`src/lfg_pkg.sv`:
```
// ----------------------------------------------------------------------------
// lfg_pkg
// Shared types, constants and tables for the line-following guidance block.
// ----------------------------------------------------------------------------
`timescale 1ns / 1ps

package lfg_pkg;

  localparam int POS_FRAC_BITS   = 16;
  localparam int CORDIC_ITER_DEF = 16;
  localparam int ITER_W          = 5;
  localparam int SQRT_STEPS      = 25;
  localparam int SQRT_TOP        = 2 * (SQRT_STEPS - 1);
  localparam int DW              = 36;
  localparam int PW              = 70;
  localparam int RW              = 72;
  localparam int DIST_SHIFT      = POS_FRAC_BITS - 5;
  localparam int RATE_SHIFT      = POS_FRAC_BITS - 17;

  localparam logic signed [31:0] DEG180     = 32'sd754974720;
  localparam logic signed [33:0] INV_K_Q24  = 34'sd10188014;
  localparam logic signed [25:0] ONE_Q24    = 26'sd16777216;
  localparam logic signed [19:0] HEAD_LIMIT = 20'sd69120;

  typedef enum logic [2:0] {
    REG_START_X       = 3'd0,
    REG_START_Y       = 3'd1,
    REG_END_X         = 3'd2,
    REG_END_Y         = 3'd3,
    REG_ARRIVE_RADIUS = 3'd4,
    REG_DIST_GAIN     = 3'd5,
    REG_RATE_GAIN     = 3'd6,
    REG_SAMPLE_PERIOD = 3'd7
  } reg_idx_e;

  typedef enum logic [4:0] {
    OP_NONE,
    OP_LOAD,
    OP_PRE,
    OP_DEGEN,
    OP_CORD,
    OP_MUL_EX,
    OP_MUL_EY,
    OP_MUL_LX,
    OP_UNS_END,
    OP_KDTS,
    OP_MUL_A,
    OP_MUL_B,
    OP_ACC,
    OP_CLAMP,
    OP_SQ,
    OP_ROOT_INIT,
    OP_ROOT,
    OP_ASIN_INIT,
    OP_HEAD
  } op_e;

  typedef enum logic [4:0] {
    S_IDLE,
    S_PRE,
    S_CORD_L,
    S_MEX,
    S_MEY,
    S_MLX,
    S_UEND,
    S_KDTS,
    S_MA,
    S_MB,
    S_ACC,
    S_CLAMP,
    S_SQ,
    S_RINIT,
    S_ROOT,
    S_AINIT,
    S_CORD_A,
    S_HEAD
  } ctrl_state_e;

  typedef struct packed {
    op_e               op;
    logic [ITER_W-1:0] iter;
  } dp_cmd_t;

  typedef struct packed {
    logic degenerate;
    logic out_busy;
  } dp_status_t;

  typedef struct packed {
    logic signed [31:0] start_x;
    logic signed [31:0] start_y;
    logic signed [31:0] end_x;
    logic signed [31:0] end_y;
    logic [30:0]        arrive_radius;
    logic [15:0]        dist_gain;
    logic [15:0]        rate_gain;
    logic [15:0]        sample_period;
  } cfg_t;

  function automatic logic signed [31:0] atan_step(input logic [ITER_W-1:0] i);
    longint t;
    begin
      case (i)
        5'd0:    t = 64'd188743680;
        5'd1:    t = 64'd111421900;
        5'd2:    t = 64'd58872272;
        5'd3:    t = 64'd29884485;
        5'd4:    t = 64'd15000234;
        5'd5:    t = 64'd7507429;
        5'd6:    t = 64'd3754631;
        5'd7:    t = 64'd1877430;
        5'd8:    t = 64'd938729;
        5'd9:    t = 64'd469366;
        5'd10:   t = 64'd234683;
        default: t = (64'd240315917 + (64'd1 << (i - 5'd1))) >> i;
      endcase
      return t[31:0];
    end
  endfunction

endpackage

```
`src/lfg_ctrl.sv`:
```
// ----------------------------------------------------------------------------
// lfg_ctrl
// Sequencer: steps the datapath through rotation, control law, root and asin.
// ----------------------------------------------------------------------------
`timescale 1ns / 1ps

module lfg_ctrl #(
  parameter int CORDIC_ITERATIONS = lfg_pkg::CORDIC_ITER_DEF
) (
  input  logic                clk_i,
  input  logic                rst_ni,
  input  logic                in_valid_i,
  output logic                in_ready_o,
  input  lfg_pkg::dp_status_t status_i,
  output lfg_pkg::dp_cmd_t    cmd_o
);
  import lfg_pkg::*;

  localparam logic [ITER_W-1:0] CORD_LAST = ITER_W'(CORDIC_ITERATIONS - 1);
  localparam logic [ITER_W-1:0] ROOT_LAST = ITER_W'(SQRT_STEPS - 1);

  ctrl_state_e       state_q, state_d;
  logic [ITER_W-1:0] cnt_q, cnt_d;

  always_comb begin
    state_d = state_q;
    cnt_d   = cnt_q;
    case (state_q)
      S_IDLE: begin
        if (in_valid_i) state_d = S_PRE;
      end
      S_PRE: begin
        cnt_d   = '0;
        state_d = status_i.degenerate ? S_KDTS : S_CORD_L;
      end
      S_CORD_L: begin
        if (cnt_q == CORD_LAST) begin
          cnt_d   = '0;
          state_d = S_MEX;
        end else begin
          cnt_d = cnt_q + 1'b1;
        end
      end
      S_MEX:   state_d = S_MEY;
      S_MEY:   state_d = S_MLX;
      S_MLX:   state_d = S_UEND;
      S_UEND:  state_d = S_KDTS;
      S_KDTS:  state_d = S_MA;
      S_MA:    state_d = S_MB;
      S_MB:    state_d = S_ACC;
      S_ACC:   state_d = S_CLAMP;
      S_CLAMP: state_d = S_SQ;
      S_SQ:    state_d = S_RINIT;
      S_RINIT: begin
        cnt_d   = '0;
        state_d = S_ROOT;
      end
      S_ROOT: begin
        if (cnt_q == ROOT_LAST) begin
          cnt_d   = '0;
          state_d = S_AINIT;
        end else begin
          cnt_d = cnt_q + 1'b1;
        end
      end
      S_AINIT: begin
        cnt_d   = '0;
        state_d = S_CORD_A;
      end
      S_CORD_A: begin
        if (cnt_q == CORD_LAST) begin
          cnt_d   = '0;
          state_d = S_HEAD;
        end else begin
          cnt_d = cnt_q + 1'b1;
        end
      end
      S_HEAD: begin
        if (!status_i.out_busy) state_d = S_IDLE;
      end
      default: state_d = S_IDLE;
    endcase
  end

  always_comb begin
    cmd_o.iter = cnt_q;
    cmd_o.op   = OP_NONE;
    in_ready_o = 1'b0;
    case (state_q)
      S_IDLE: begin
        in_ready_o = 1'b1;
        if (in_valid_i) cmd_o.op = OP_LOAD;
      end
      S_PRE:    cmd_o.op = status_i.degenerate ? OP_DEGEN : OP_PRE;
      S_CORD_L: cmd_o.op = OP_CORD;
      S_MEX:    cmd_o.op = OP_MUL_EX;
      S_MEY:    cmd_o.op = OP_MUL_EY;
      S_MLX:    cmd_o.op = OP_MUL_LX;
      S_UEND:   cmd_o.op = OP_UNS_END;
      S_KDTS:   cmd_o.op = OP_KDTS;
      S_MA:     cmd_o.op = OP_MUL_A;
      S_MB:     cmd_o.op = OP_MUL_B;
      S_ACC:    cmd_o.op = OP_ACC;
      S_CLAMP:  cmd_o.op = OP_CLAMP;
      S_SQ:     cmd_o.op = OP_SQ;
      S_RINIT:  cmd_o.op = OP_ROOT_INIT;
      S_ROOT:   cmd_o.op = OP_ROOT;
      S_AINIT:  cmd_o.op = OP_ASIN_INIT;
      S_CORD_A: cmd_o.op = OP_CORD;
      S_HEAD: begin
        if (!status_i.out_busy) cmd_o.op = OP_HEAD;
      end
      default: cmd_o.op = OP_NONE;
    endcase
  end

  always_ff @(posedge clk_i or negedge rst_ni) begin
    if (!rst_ni) begin
      state_q <= S_IDLE;
      cnt_q   <= '0;
    end else begin
      state_q <= state_d;
      cnt_q   <= cnt_d;
    end
  end

endmodule

```
`config.mk`:
```
export PLATFORM = sky130hd
export DESIGN_NAME = lfg_ctrl
export DESIGN_NICKNAME = d
export VERILOG_FILES = /design/src/lfg_pkg.sv /design/src/lfg_ctrl.sv
export SDC_FILE = /design/constraint.sdc
export NUM_CORES = 1
export LEC_CHECK = 0
export ABC_AREA = 1
export BUFFER_PORTS_ARGS = -buffer_cell sky130_fd_sc_hd__buf_2
export CAP_MARGIN = 10
export CORE_MARGIN = 2
export CORE_UTILIZATION = 50
export DETAILED_ROUTE_END_ITERATION = 8
export PLACE_DENSITY = 0.76
export SYNTH_ARGS = -nofsm -noshare
export SYNTH_HDL_FRONTEND = slang
export SYNTH_SLANG_ARGS = --single-unit
export TNS_END_PERCENT = 100
```
`constraint.sdc`:
```
create_clock -name clk_i -period 2.8 [get_ports clk_i]
set_clock_uncertainty 0.2 [all_clocks]
set_input_delay 0.7 -clock clk_i [delete_from_list [all_inputs] [get_ports clk_i]]
set_output_delay 0.7 -clock clk_i [all_outputs]
set_load 0.1 [all_outputs]
```
======== Word-level counts from Yosys, hierarchy flattened ========
Index checks and enable logic that the tools add are counted.
word-level totals
  input port bits ......................... 5
  output and inout port bits .............. 11
  word-level logic and storage cells ...... 47
  register bits after elaboration ......... 10
operators by class
  equal/unequal tests ..................... 24
  mux-type cells .......................... 15
  add/subtract/negate cells ............... 1
  reductions and logical operators ........ 5
operators with widths
  kind                 count
  $pmux 5 s18          1
  $pmux 5 s17          1
  $eq 5x4->1 const B   9
  $mux 5               8
  $eq 5x3->1 const B   4
  $eq 5x5->1 const B   3
  $pmux 5 s3           1
  $eq 5x2->1 const B   2
  $ne 2x2->1 const B   5
  $add 5x1->5 const B  1
  $eq 5x1->1 const B   1
  $logic_not 5->1      1
  $reduce_and 5->1     1
  $mux 1               3
  $mux 3               1
  $reduce_bool 3->1    1
  $reduce_or 3->1      1
  $reduce_or 2->1      1

======== Longest topological paths before layout ========
  depth in word-level cells ............... 3
  mapped depth ............................ 10
  gate-level depth less buffers ........... 9

======== Least setup slack after synthesis ========
OpenSTA, ideal clock, no wires.
  path kind ............................... register to output
  start point ............................. reg state_q[0]
  end point ............................... out cmd_o[5] (netlist bit)
  path slack .............................. -1,067 ps
  data required time ...................... 1,900 ps
  arrival ................................. 2,967 ps
  cell stages (with the launch flop) ...... 7
  buffers on the path ..................... 1
  cells stage by stage .................... dfrtp_1 buf_2 nor2_2 nand2_1 nor2_1 a21oi_1 nand4_1
RTL lines
  item                    RTL line         source
  from (decl)             lfg_ctrl.sv:22   ctrl_state_e state_q, state_d;
  from (signal assigned)  lfg_ctrl.sv:122  state_q <= state_d;
  to (decl)               lfg_ctrl.sv:15   output lfg_pkg::dp_cmd_t cmd_o

==> flow_summary.json <==
{
  "critical_path_depth": 7,
  "coreArea_um2": 1920,
  "postSynthCellCount": 160,
  "yosys_warnings": 0,
  "multi_input_area_um2": 674,
  "seq_area_um2": 256,
  "wirelength_mm": 2.44,
  "fin_util": 0.629,
  "r2r_end": "state_q[0]$_DFFE_PN0P_",
  "syn_avg_cell_area_um2": 6.30,
  "clockRootBuffer": "clkbuf_4",
  "post-dp-hpwl_mm": 1.95,
  "clk_pin_slew_ns": 0.07,
  "reg2reg_depth": 8,
  "clock-sinks": 10,
  "synth_top_cell_by_area": "dfrtp_1",
  "period_share": 0.940,
  "cts_setup_buffers": 0,
  "cpLargestDelayFamily": "flip-flops",
  "relSlewSlack": 0.679,
  "tightest_slew_ns": 0.486,
  "synth_seq_cells": 10,
  "crit_type": "flop to output port",
  "fin_crit_ns": 2.63,
  "place_inst": 198,
  "grt_pass1_wl_mm": 4.08,
  "reg2reg_slack_ns": 1.03,
  "worst_setup_path_start_kind": "flop",
  "layout-drive-gt1-share": 0.274,
  "clk_latency_ns": 0.27,
  "yosysUniqueCellTypes": 26,
  "timing.fmax_ghz": 0.380,
  "fin_cells": 202,
  "slowest_delay_ns": 0.48,
  "finalSetupTns_ns": 0,
  "cp.required_ns": 1.90,
  "vias": 1082,
  "drtIter0Drc": 33,
  "cts_tree": "built",
  "grt.total_usage": 0.217,
  "gp_congestion": 1.01,
  "drc": 0,
  "antenna_found_initial": 0,
  "grt_max_degree": 12,
  "syn_nets": 169,
  "synth_area_leaders": "dfrtp_1 (25%), nand2_1 (17%), nor2_1 (8.6%)",
  "synth_top_area_share": 0.248,
  "max-cap-violations": 0,
  "dieArea_um2": 2390,
  "final_common_cell": "nand2_1",
  "outcome": "completed",
  "initial_core_util": 0.524,
  "h-tree-depth": 1,
  "crit_path_max_fanout": 7,
  "area_delta_synth_final_pct": 20.0,
  "holdWs_ns": 0.0760,
  "critPathSlowestCell": "dfrtp_2",
  "nNetsFinal": 185,
  "critPathBufInv": 3,
  "numCtsBuffers": 3,
  "syn_area_um2": 1010,
  "maxSlewViolCount": 0,
  "antenna_left": 0,
  "avgRoutedWirePerCell_um": 12.1,
  "grt_pass1_vias": 942,
  "end_kind": "output port",
  "ys_seq_area_frac": 0.248,
  "critPathArrivalTime_ns": 1.73,
  "rsz0062_at_grt": "false",
  "setup_violations": 0,
  "die_y_um": 48.9,
  "fp.dieW_um": 48.9,
  "routed_via_density": 5.36,
  "crit_chain": "inv_1, nor2_1, inv_1, o21ai_1, nor2_1, nand4_1, buf_12",
  "cts_hold_buffers": 0,
  "grt_overflow_total": 0,
  "dr.pass1.iters": 4,
  "fill_cells": 182,
  "diodes": 0,
  "max-clock-path-buffers": 2,
  "r2r_start": "cnt_q[0]$_DFFE_PN0P_",
  "final_cell_mix": "nand2_1 (44), nor2_1 (20), inv_1 (16), nand3_1 (16)",
  "timing.hold.worst.class": "primary input to asynchronous set/reset pin",
  "numPortBuffers": 15,
  "core.rowCount": 16,
  "hold_violations": 0,
  "io_pins": 16
}
[stage by stage]
stage,instance area (um2),setup WS [ns]
final,1210,0.169
after global routing,1210,0.0408
after detailed placement,1160,0.290
after global placement,1160,0.341
after floorplan,1040,-0.147
after CTS,1200,0.0381
[routing by layer]
| layer | GRT usage | vias up | wire length (um) |
|---|---|---|---|
| met4 | 0.0381 | 0 | 0 |
| met1 | 0.300 | 493 | 1110 |
| met5 | 0 | - | 0 |
| li1 | - | 548 | - |
| met3 | 0.0460 | 0 | 212 |
| met2 | 0.352 | 41 | 1120 |
[synthesized netlist by cell type]
cell,n
a21oi_1,3
a22oi_1,1
buf_2,1
buf_4,1
buf_6,2
clkinv_1,1
dfrtp_1,10
ha_1,4
inv_1,17
inv_2,3
nand2_1,46
nand2_2,7
nand2_4,1
nand3_1,16
nand3_2,2
nand4_1,10
nor2_1,23
nor2_2,1
nor2_4,1
nor2_8,1
o21a_1,1
o21ai_0,3
o21ai_1,2
o21bai_1,1
o31ai_1,1
xnor2_1,1
[registers in the layout (all words and copies together) (netlist names)]
name,flops
state_q,5
cnt_q,5
[layout make-up]
type,count,area share
Multi-Input combinational cell,125,0.558
Sequential cell,10,0.212
Timing Repair Buffer,15,0.104
Inverter,21,0.0683
Clock buffer,4,0.0300
Tap cell,27,0.0280
[worst max path at each step]
stage                                       from       end  slack [ns]
after floorplan           state_q[4]$_DFFE_PN0P_  cmd_o[5]       -0.15
after global placement    state_q[0]$_DFFE_PN0P_  cmd_o[6]        0.34
after detailed placement  state_q[0]$_DFFE_PN0P_  cmd_o[6]        0.29
after CTS                 state_q[0]$_DFFE_PN0P_  cmd_o[5]        0.04
after global routing      state_q[3]$_DFFE_PN0P_  cmd_o[7]        0.04
final                     state_q[3]$_DFFE_PN0P_  cmd_o[7]        0.17
[cell families (layout without fill, tap and decap cells)]
group	count (synthesis)	count (layout)	synth area share
compound gates	12	12	0.0696
xor+xnor	1	1	0.00870
fa+ha+maj	4	4	0.0497
buf+inv	25	40	0.113
flops	10	10	0.248
simple gates	108	108	0.511
[repair_timing]
item                                    4_1_cts  5_1_grt
cloned                                        0        0
gates resized for setup                       2        6
endpoints found under the setup margin        2        5
pin swaps                                     0        0
Power is left out: the tool's default activity adds up to more than one toggle a clock period on the data nets, which glitch-free logic cannot reach.
