--- src/lfg_pkg.sv ---
// ----------------------------------------------------------------------------
// lfg_pkg
// Shared types, constants and tables for the line-following guidance block.
// ----------------------------------------------------------------------------
`timescale 1ns / 1ps

package lfg_pkg;

  localparam int POS_FRAC_BITS   = 16;
  localparam int CORDIC_ITER_DEF = 16;
  localparam int ITER_W          = 5;
  localparam int SQRT_STEPS      = 25;
  localparam int SQRT_TOP        = 2 * (SQRT_STEPS - 1);
  localparam int DW              = 36;
  localparam int PW              = 70;
  localparam int RW              = 72;
  localparam int DIST_SHIFT      = POS_FRAC_BITS - 5;
  localparam int RATE_SHIFT      = POS_FRAC_BITS - 17;

  localparam logic signed [31:0] DEG180     = 32'sd754974720;
  localparam logic signed [33:0] INV_K_Q24  = 34'sd10188014;
  localparam logic signed [25:0] ONE_Q24    = 26'sd16777216;
  localparam logic signed [19:0] HEAD_LIMIT = 20'sd69120;

  typedef enum logic [2:0] {
    REG_START_X       = 3'd0,
    REG_START_Y       = 3'd1,
    REG_END_X         = 3'd2,
    REG_END_Y         = 3'd3,
    REG_ARRIVE_RADIUS = 3'd4,
    REG_DIST_GAIN     = 3'd5,
    REG_RATE_GAIN     = 3'd6,
    REG_SAMPLE_PERIOD = 3'd7
  } reg_idx_e;

  typedef enum logic [4:0] {
    OP_NONE,
    OP_LOAD,
    OP_PRE,
    OP_DEGEN,
    OP_CORD,
    OP_MUL_EX,
    OP_MUL_EY,
    OP_MUL_LX,
    OP_UNS_END,
    OP_KDTS,
    OP_MUL_A,
    OP_MUL_B,
    OP_ACC,
    OP_CLAMP,
    OP_SQ,
    OP_ROOT_INIT,
    OP_ROOT,
    OP_ASIN_INIT,
    OP_HEAD
  } op_e;

  typedef enum logic [4:0] {
    S_IDLE,
    S_PRE,
    S_CORD_L,
    S_MEX,
    S_MEY,
    S_MLX,
    S_UEND,
    S_KDTS,
    S_MA,
    S_MB,
    S_ACC,
    S_CLAMP,
    S_SQ,
    S_RINIT,
    S_ROOT,
    S_AINIT,
    S_CORD_A,
    S_HEAD
  } ctrl_state_e;

  typedef struct packed {
    op_e               op;
    logic [ITER_W-1:0] iter;
  } dp_cmd_t;

  typedef struct packed {
    logic degenerate;
    logic out_busy;
  } dp_status_t;

  typedef struct packed {
    logic signed [31:0] start_x;
    logic signed [31:0] start_y;
    logic signed [31:0] end_x;
    logic signed [31:0] end_y;
    logic [30:0]        arrive_radius;
    logic [15:0]        dist_gain;
    logic [15:0]        rate_gain;
    logic [15:0]        sample_period;
  } cfg_t;

  function automatic logic signed [31:0] atan_step(input logic [ITER_W-1:0] i);
    longint t;
    begin
      case (i)
        5'd0:    t = 64'd188743680;
        5'd1:    t = 64'd111421900;
        5'd2:    t = 64'd58872272;
        5'd3:    t = 64'd29884485;
        5'd4:    t = 64'd15000234;
        5'd5:    t = 64'd7507429;
        5'd6:    t = 64'd3754631;
        5'd7:    t = 64'd1877430;
        5'd8:    t = 64'd938729;
        5'd9:    t = 64'd469366;
        5'd10:   t = 64'd234683;
        default: t = (64'd240315917 + (64'd1 << (i - 5'd1))) >> i;
      endcase
      return t[31:0];
    end
  endfunction

endpackage

--- src/lfg_regs.sv ---
// ----------------------------------------------------------------------------
// lfg_regs
// Configuration register file, written through a plain write port.
// ----------------------------------------------------------------------------
`timescale 1ns / 1ps

module lfg_regs (
  input  logic         clk_i,
  input  logic         rst_ni,
  input  logic         cfg_we_i,
  input  logic [2:0]   cfg_idx_i,
  input  logic [31:0]  cfg_data_i,
  output lfg_pkg::cfg_t cfg_o
);
  import lfg_pkg::*;

  cfg_t cfg_q, cfg_d;

  always_comb begin
    cfg_d = cfg_q;
    if (cfg_we_i) begin
      case (reg_idx_e'(cfg_idx_i))
        REG_START_X:       cfg_d.start_x       = cfg_data_i;
        REG_START_Y:       cfg_d.start_y       = cfg_data_i;
        REG_END_X:         cfg_d.end_x         = cfg_data_i;
        REG_END_Y:         cfg_d.end_y         = cfg_data_i;
        REG_ARRIVE_RADIUS: cfg_d.arrive_radius = cfg_data_i[30:0];
        REG_DIST_GAIN:     cfg_d.dist_gain     = cfg_data_i[15:0];
        REG_RATE_GAIN:     cfg_d.rate_gain     = cfg_data_i[15:0];
        REG_SAMPLE_PERIOD: cfg_d.sample_period = cfg_data_i[15:0];
        default: ;
      endcase
    end
  end

  always_ff @(posedge clk_i or negedge rst_ni) begin
    if (!rst_ni) begin
      cfg_q.start_x       <= '0;
      cfg_q.start_y       <= '0;
      cfg_q.end_x         <= '0;
      cfg_q.end_y         <= '0;
      cfg_q.arrive_radius <= 31'd131072;
      cfg_q.dist_gain     <= '0;
      cfg_q.rate_gain     <= '0;
      cfg_q.sample_period <= 16'd410;
    end else begin
      cfg_q <= cfg_d;
    end
  end

  assign cfg_o = cfg_q;

endmodule

--- config.mk ---
export PLATFORM = sky130hd
export DESIGN_NAME = lfg_regs
export DESIGN_NICKNAME = d
export VERILOG_FILES = /design/src/lfg_pkg.sv /design/src/lfg_regs.sv
export SDC_FILE = /design/constraint.sdc
export NUM_CORES = 1
export LEC_CHECK = 0
export BUFFER_PORTS_ARGS = -buffer_cell sky130_fd_sc_hd__buf_4
export CAP_MARGIN = 15
export CORE_UTILIZATION = 55
export DETAILED_ROUTE_END_ITERATION = 10
export PLACE_DENSITY = 0.85
export SKIP_LAST_GASP = 1
export SLEW_MARGIN = 5
export SYNTH_ARGS = -nofsm -noshare
export SYNTH_HDL_FRONTEND = slang
export SYNTH_SLANG_ARGS = --single-unit
--- constraint.sdc ---
create_clock -name clk_i -period 1.35 [get_ports clk_i]
set_clock_uncertainty 0.15 [all_clocks]
set_input_delay 0.0675 -clock clk_i [delete_from_list [all_inputs] [get_ports clk_i]]
set_output_delay 0.0675 -clock clk_i [all_outputs]
set_load 0.05 [all_outputs]
Word-level counts from Yosys, hierarchy flattened
Cells that the tools add are included.

word-level totals
  bits in registers = 207
  input bits = 38
  output and inout port bits = 207
  logic and storage cells = 24

cells by class
  eq/ne operators = 7
  reductions and logical operators = 9

operators with widths
  kind                                            number
  AND reduction 2 bit                             8
  == test 3 bit (second input constant)           4
  == test 3 x 2 -> 1 bit (second input constant)  2
  == test 3 x 1 -> 1 bit (second input constant)  1
  zero test 3 bit                                 1

Longest topological paths before layout
Gate-level depths: netlist of run 1.

  depth after elaboration = 2
  depth in mapped cells = 5
  depth with buffers taken out = 2

Worst setup path before layout of run 1
No wires, ideal clock.

  path type = in2reg
  start = in cfg_idx_i[0]
  end = reg cfg_q (netlist bit cfg_o[180])
  library setup time = 125 ps
  arrival = 1112 ps
  data required time = 1075 ps
  slack = -37 ps
  stages on the path = 4
  path buffers = 2
  cell sequence = buf_6 > nor4b_4 > buf_6 > mux2_2

on the way
  longest elaborated chain between the ends = 2

ends and longest elaborated chain
  element                        RTL line        text
  from (decl)                    lfg_regs.sv:11  input logic [2:0] cfg_idx_i,
  zero test 3 bit                lfg_regs.sv:22  case (reg_idx_e'(cfg_idx_i))
  AND reduction 2 bit (no line)  --
  to (signal assigned)           lfg_regs.sv:47  cfg_q <= cfg_d;
  to (decl)                      lfg_regs.sv:17  cfg_t cfg_q, cfg_d;

No other way between the ends.
A chain may end at the register's enable or synchronous reset.

Worst setup path in the final report of run 1
  start = reg cfg_q (netlist bit cfg_o[4])
  end = out cfg_o[4] (netlist bit)

RTL lines
  element    RTL line        text
  to (decl)  lfg_regs.sv:13  output lfg_pkg::cfg_t cfg_o

No word-level cell between the ends.

==> results.cfg, run 1 <==
[yosys]
syn_avg_cell_area_um2 = 17.6
synthesis.area_um2 = 7840
synthTopCellsByCount = dfrtp_1 (201), mux2_2 (197), buf_6 (12), mux2_1 (10), buf_2 (7)
ys_top_cells_by_area = dfrtp_1 (64%), mux2_2 (28%), dfstp_2 (2.0%)
synthFlopType = dfrtp_1
yosys.cell_types.count = 13
yosysSeqAreaShare_pct = 66.2
netlist_instances = 446
synth_top_area_cell = dfrtp_1
ys_ff_latch = 207
synth_edf_count = 0
yosysWarningCount = 0
synth_top_area_share_pct = 64.2
async_reset_ff_share_pct = 100
post-synth-top-count-cell = dfrtp_1
synth_nets = 484

[placement]
dp_hpwl_um = 13700
globalplace.congestion = 0.759
portBuffers = 244
place_area_um2 = 10200
dp_cells = 879

[clock_network]
clock_latency_ps = 480
clk_path_buf_depth = 3
cts_buffers = 21
ctsHoldBuffers = 34
cts_sinks = 207
cts_tree = built
cts_root_buf = clkbuf_16
clk_pin_slew_worst_paths_ps = 60
htreeDepth = 1

[route]
first_iter_violations = 168
top_layer_used = met4
vias = 5053
met3WireLength_um = 1500
wire_per_inst_um = 21.2
wl_met2_um = 10300
firstDrtPassIters = 4
via_per_inst = 5.31
drc = 0
wl_met1_um = 7810
drt_wl_total_um = 20100
postRouteAntennaNets = 0

[setup_path]
path_class = reg2out
required_ps = 1130
path_buf_inv = 1
worstPathCellList = buf_8
rrSetupSlack_ps = 340
crit_arrival_ps = 1170
r2r_cells = 1
r2r-start = cfg_o[53]$_DFFE_PN0P_
worstReg2RegEnd = cfg_o[53]$_DFFE_PN0P_
critical_path_depth = 1
crit_start = cfg_o[4]$_DFFE_PN1P_
crit_path_end_kind = output pin
crit_end = cfg_o[4]
slowest_stage = dfstp_2
crit_family = flip-flops
slowest_delay_ps = 550
worstSetupStartpointType = register
cp_max_fo = 2

[timing]
setup_tns_ps = -221
layout_min_cycle_time_ps = 1390
max_clock_freq_mhz = 719
maxSlewHeadroom_pct = 75.9
drv_slew = 0
fin_ws_ps = -41.1
period_share_pct = 103
finalHoldViolations = 27
rsz0062_at_grt = true
fin_hold_ws_ps = -92.0
worstMarginPinSlew_ps = 361
setup_viol = 6

[job]
maxCapViolCount = 0

[global_routing]
gr-total-overflow = 0
grt_max_degree = 38
grt_pass1_vias = 5632
grt_pass1_wl_um = 31800
antenna_found_initial = 0
track_usage_pct = 28.4

[layout]
largest_reg_flops = 207
syn_to_final_growth_pct = 43.0
layout.nets = 796
final_area_um2 = 11200
final_layout_size_suffix_gt1_share_pct = 67.4
utilization_pct = 80.7
final_cells = 951
diodes = 0

[power_and_ir_drop]
p_leak_nw = 5.33
ir_drop_v = 0.00161
p_per_area_nw_per_um2 = 2080

[die]
dieArea_um2 = 14700
initial_core_util_pct = 56.5
die_w_um = 121
fp-row-count = 43
core-area_um2 = 13900
fp.dieH_um = 121
pin_count = 245

[outcome]
status = complete, but fails checks
failed_checks = negative hold slack, negative setup slack

[min_path]
hp-class = in2async
[cells in the final DEF (no fill, tap or decap), types with 7 or more instances in the layout]
cell,Yosys,routed
buf_4,5,261
dlygate4sd3_1,0,34
clkbuf_1,0,7
mux2_4,0,23
buf_12,0,11
clkbuf_16,0,21
mux2_2,197,176
dfrtp_1,201,201
mux2_1,10,8
[final cells by class]
type,count,area (um^2)
Sequential cell,207,5190
Timing Repair Buffer,313,2620
Tap cell,180,225
Fill cell,751,2680
Clock buffer,32,607
Clock inverter,4,20.0
Multi-Input combinational cell,215,2540
[where the power goes]
part	total, W	internal [W]	switching, W
clock network	0.00534	0.00308	0.00226
registers	0.00846	0.00761	0.000846
logic	0.00948	0.00311	0.00636
total	0.0233	0.0138	0.00947
[cells by family (layout without fill, tap and decap cells)]
logic type	count (synthesis)	after routing	synth area share (%)
mux	207	207	29.7
buf+inv	24	349	2.65
flops	207	207	66.2
simple gates	8	8	1.41
[routing by layer]
layer,global-route usage [%],vias up
met5,0,-
met4,8.87,0
met3,7.85,42
met2,48.8,181
met1,34.6,2617
li1,-,2213
[stage by stage]
stage | power (W) | setup WS [ps]
global route | 0.0240 | -72.8
CTS | 0.0234 | -61.7
floorplan | 0.0146 | -36.6
finish | 0.0233 | -41.1
global placement | 0.0176 | -107
detailed placement | 0.0179 | -169
[repair_timing]
action                     4_1_cts  5_1_grt
resized for setup               12        0
hold endpoints to repair       414       27
setup buffers                    0        2
setup endpoints to repair        6        7
[how the worst min path moves through the flow]
stage,slack (ps),to,start,cells past startpoint
after detailed placement,-140,cfg_o[136]$_DFFE_PN0P_,rst_ni,1
after global routing,-60,cfg_o[133]$_DFFE_PN0P_,rst_ni,2
after floorplan,-380,cfg_o[0]$_DFFE_PN0P_,rst_ni,0
after global placement,-140,cfg_o[136]$_DFFE_PN0P_,rst_ni,1
after CTS,-90,cfg_o[136]$_DFFE_PN0P_,rst_ni,2
final,-90,cfg_o[136]$_DFFE_PN0P_,rst_ni,2
No activity file was read; power rests on OpenSTA's default activity.
==> run 2, diff against run 1 <==
--- a/config.mk
+++ b/config.mk
@@ -9,7 +9,7 @@
 export CAP_MARGIN = 15
 export CORE_UTILIZATION = 55
 export DETAILED_ROUTE_END_ITERATION = 10
-export PLACE_DENSITY = 0.85
+export PLACE_DENSITY = 0.81
 export SKIP_LAST_GASP = 1
 export SLEW_MARGIN = 5
 export SYNTH_ARGS = -nofsm -noshare
==> results.cfg, run 2 (same netlist as run 1, synthesis figures left out) <==
[outcome]
status = complete, but fails checks
failed_checks = negative hold slack, negative setup slack

[layout]
layout_commonest_cell = buf_4
syn_to_final_growth_pct = 43.9
layout.nets = 791
most-common-layout-cells = buf_4 (255), dfrtp_1 (201), mux2_2 (176)
diodes = 0
fillers = 744
largest_reg_flops = 207
final_layout_size_suffix_gt1_share_pct = 68.1

[timing]
max_clock_freq_mhz = 713
setup_viol = 6
drv_slew = 0
finalHoldViolations = 30
maxSlewHeadroom_pct = 72.0
fin_hold_ws_ps = -61.0
fin_ws_ps = -52.0
setup_tns_ps = -252
layout_min_cycle_time_ps = 1400
rsz0062_at_grt = true
worstMarginPinSlew_ps = 419
period_share_pct = 104

[route]
drt_wl_total_um = 19900
wire_per_inst_um = 21.0
first_iter_violations = 167
via_per_inst = 5.32
postRouteAntennaNets = 0
firstDrtPassIters = 4
vias = 5034
drc = 0

[clock_network]
cts_tree = built
htreeDepth = 1
clk_path_buf_depth = 3
clock_latency_ps = 480
ctsHoldBuffers = 33
cts_root_buf = clkbuf_16
cts_sinks = 207
cts_buffers = 21
clk_pin_slew_worst_paths_ps = 60

[power_and_ir_drop]
power.share.clock_pct = 24.7
p_leak_nw = 5.35
p_per_area_nw_per_um2 = 2110
comb_power_share_pct = 39.8
p_sw_w = 0.00953
ir_drop_v = 0.00148
p_int_w = 0.0143
netSwitchingFraction_pct = 40.0
seqPwrFrac_pct = 35.5

[global_routing]
antenna_found_initial = 0
track_usage_pct = 27.5
grt_pass1_wl_um = 30700
grt_pass1_vias = 5455
gr-total-overflow = 0
grt_max_degree = 43

[die]
die_w_um = 121
pin_count = 245
fp.dieH_um = 121
fp-row-count = 43
core-area_um2 = 13900
initial_core_util_pct = 56.5
dieArea_um2 = 14700

[setup_path]
crit_family = flip-flops
path_buf_inv = 1
required_ps = 1130
crit_arrival_ps = 1180
slowest_stage = dfstp_2
cp_max_fo = 2
slowest_delay_ps = 550
crit_path_end_kind = output pin
worstSetupStartpointType = register
path_class = reg2out
worstPathCellList = buf_8

[placement]
globalplace.congestion = 0.784
dp_hpwl_um = 13500
portBuffers = 244

[min_path]
hp-class = in2async

[job]
maxCapViolCount = 0
==> run 2: changes by cell type in the layout (fill, tap and decap cells not counted), sizes merged <==
cell / change
buf: -4
dlygate4sd3: -1
clkinvlp: +1
bufinv: +2
clkinv: +1
clkbuf: -3
==> run 2: timing repair <==
action | CTS | global route
endpoints found under the hold margin | 414 | 30
setup endpoints to repair | 6 | 6
buffers inserted | 1 | 0
gates resized for setup | 10 | 2
==> run 2: metal layers <==
metal	GRT usage (%)	part of all wire, %	vias up
li1	-	-	2197
met1	35.2	40	2610
met2	45.0	49	189
met3	7.80	8.2	38
met4	9.18	2.5	0
met5	0	0	-
==> run 2: worst paths after layout <==
kind	startpoint	slack [ps]	cells past startpoint	endpoint
worst max-delay path	cfg_o[4]$_DFFE_PN1P_	-50	1	cfg_o[4]
worst min-delay path	rst_ni	-60	2	cfg_o[135]$_DFFE_PN0P_
worst max register to register	cfg_o[65]$_DFFE_PN1P_	370	2	cfg_o[65]$_DFFE_PN1P_
worst min register to register	cfg_o[172]$_DFFE_PN0P_	340	1	cfg_o[172]$_DFFE_PN0P_
max in group asynchronous	rst_ni	530	3	cfg_o[65]$_DFFE_PN1P_
min in group clk_i	cfg_idx_i[0]	40	4	cfg_o[28]$_DFFE_PN0P_
==> run 2: final cells by class <==
type                    instances  area (um^2)  area share (%)
clock buffers                  29          616            5.46
clock inverters                 8         96.3           0.854
multi-input cells             215         2540            22.5
flip-flops and latches        207         5190            46.0
well taps                     180          225            2.00
repair buffers                308         2610            23.1
==> run 2: through the flow <==
| step | worst slack (ps) | utilization, % | std cells | power (W) | instance area [um^2] |
|---|---|---|---|---|---|
| after floorplan | -36.6 | - | 446 | 0.0146 | 7940 |
| after global placement | -123 | 73.3 | 876 | 0.0176 | 10200 |
| after detailed placement | -177 | 73.3 | 876 | 0.0178 | 10200 |
| after CTS | -63.5 | 81.2 | 947 | 0.0239 | 11300 |
| after global routing | -71.2 | 81.2 | 947 | 0.0246 | 11300 |
| final | -52.0 | 81.2 | 947 | 0.0238 | 11300 |
==> run 2: power by group through the flow <==
stage                     registers [W]  clock network [W]  logic [W]
after floorplan                  0.0132                  0    0.00140
after global placement          0.00840                  0    0.00923
after detailed placement        0.00848                  0    0.00937
after CTS                       0.00843            0.00598    0.00951
after global routing            0.00860            0.00621    0.00979
final                           0.00845            0.00589    0.00948
==> run 3, diff against run 2 <==
==> constraint.sdc (replaced) <==
create_clock -name clk_i -period 1.35 [get_ports clk_i]
set_clock_uncertainty 0.15 [all_clocks]
set_input_delay 0.27 -clock clk_i [delete_from_list [all_inputs] [get_ports clk_i]]
set_output_delay 0.27 -clock clk_i [all_outputs]
set_load 0.05 [all_outputs]
==> results.cfg, run 3 (same netlist as run 1, synthesis figures left out) <==
[setup_path]
rrSetupSlack_ps = 110
path_buf_inv = 1
crit_path_end_kind = output pin
r2r-start = cfg_o[204]$_DFFE_PN0P_
r2r_cells = 3
worstPathCellList = buf_8
worstSetupStartpointType = register
required_ps = 930
crit_end = cfg_o[65]
critical_path_depth = 1
path_class = reg2out
slowest_stage = dfstp_2
worstReg2RegEnd = cfg_o[204]$_DFFE_PN0P_
crit_arrival_ps = 1250
cp_max_fo = 2
slowest_delay_ps = 580
crit_start = cfg_o[65]$_DFFE_PN1P_
crit_family = flip-flops

[clock_network]
clock_latency_ps = 500
clk_path_buf_depth = 3
cts_root_buf = clkbuf_16
htreeDepth = 1
clk_pin_slew_worst_paths_ps = 70
cts_buffers = 22
cts_tree = built
cts_sinks = 207

[placement]
dp_hpwl_um = 13500
pre_cts_slack_ps = -355
globalplace.congestion = 0.765
portBuffers = 244
place_area_um2 = 10400
dp_cells = 876

[power_and_ir_drop]
p_per_area_nw_per_um2 = 2150
p_leak_nw = 6.45
ir_drop_v = 0.00164

[global_routing]
antenna_found_initial = 0
grt_pass1_wl_um = 39100
track_usage_pct = 36.4
grt_max_degree = 42
gr-total-overflow = 0
grt_pass1_vias = 6367

[layout]
layout_commonest_cell = buf_6
layout.nets = 917
most-common-layout-cells = buf_6 (202), dfrtp_1 (201), buf_4 (181)
final_area_um2 = 13300
final_layout_size_suffix_gt1_share_pct = 73.2
final_cells = 1075
largest_reg_flops = 207
utilization_pct = 95.8
syn_to_final_growth_pct = 69.7
diodes = 0

[route]
via_per_inst = 5.93
drc = 0
drt_wl_total_um = 33000
vias = 6378
first_iter_violations = 496
postRouteAntennaNets = 0
wire_per_inst_um = 30.7
firstDrtPassIters = 5

[timing]
rsz0062_at_grt = true
layout_min_cycle_time_ps = 1670
finalHoldViolations = 0
setup_viol = 207
period_share_pct = 124
maxSlewHeadroom_pct = 72.3
worstMarginPinSlew_ps = 416
max_clock_freq_mhz = 599
fin_ws_ps = -319
drv_slew = 0

[die]
fp-row-count = 43
fp.dieH_um = 121
initial_core_util_pct = 56.5
die_w_um = 121
pin_count = 245
core-area_um2 = 13900
dieArea_um2 = 14700

[outcome]
failed_checks = negative setup slack
status = complete, but fails checks

[min_path]
hp-class = in2async

[job]
maxCapViolCount = 0
[run 3: changes by cell type in the layout (fill, tap and decap cells not counted), moves of 3 or more]
| cell | delta |
|---|---|
| buf_6 | +202 |
| buf_4 | -74 |
| mux2_4 | +60 |
| mux2_2 | -57 |
| bufinv_16 | +3 |
| mux2_1 | -3 |
[run 3: power breakdown]
part | leakage (nW) | switching (W) | internal, W | total [W]
clock network | 0.424 | 0.00267 | 0.00444 | 0.00711
logic | 3.55 | 0.00730 | 0.00513 | 0.0124
registers | 2.48 | 0.00139 | 0.00761 | 0.00900
[run 3: worst min path at each step]
stage / start / to / slack [ps]
floorplan: rst_ni / cfg_o[0]$_DFFE_PN0P_ / -180
global placement: rst_ni / cfg_o[66]$_DFFE_PN0P_ / 70
detailed placement: rst_ni / cfg_o[161]$_DFFE_PN0P_ / 80
CTS: rst_ni / cfg_o[129]$_DFFE_PN0P_ / 120
global route: rst_ni / cfg_o[66]$_DFFE_PN0P_ / 160
finish: rst_ni / cfg_o[66]$_DFFE_PN0P_ / 130
[run 3: metal layers]
layer | global-route usage (%) | vias to the layer above | wire, um
met3 | 9.45 | 143 | 2850
met1 | 42.8 | 3298 | 11300
met5 | 0 | - | 0
met4 | 14.8 | 0 | 1860
li1 | - | 2454 | -
met2 | 63.1 | 483 | 17000
[run 3: cell type report]
cell class,instances,area (um^2)
flip-flops and latches,207,5190
repair buffers,433,4270
multi-input cells,215,2770
clock buffers,30,672
fillers,275,581
well taps,180,225
clock inverters,10,175
[run 3: through the flow]
step / total power (W) / hold WS, ps / setup TNS [ps]
floorplan: 0.0149 / -176 / -27440
finish: 0.0285 / 134 / -31320
global route: 0.0291 / 158 / -34290
detailed placement: 0.0181 / 75.2 / -47680
CTS: 0.0269 / 124 / -26360
global placement: 0.0179 / 74.2 / -42880
[run 3: timing repair]
| item | 4_1_cts | 5_1_grt |
|---|---|---|
| hold buffers | 33 | 0 |
| resized for setup | 212 | 0 |
| buffers inserted | 70 | 56 |
| setup endpoints to repair | 207 | 207 |
| endpoints found under the hold margin | 411 | 0 |
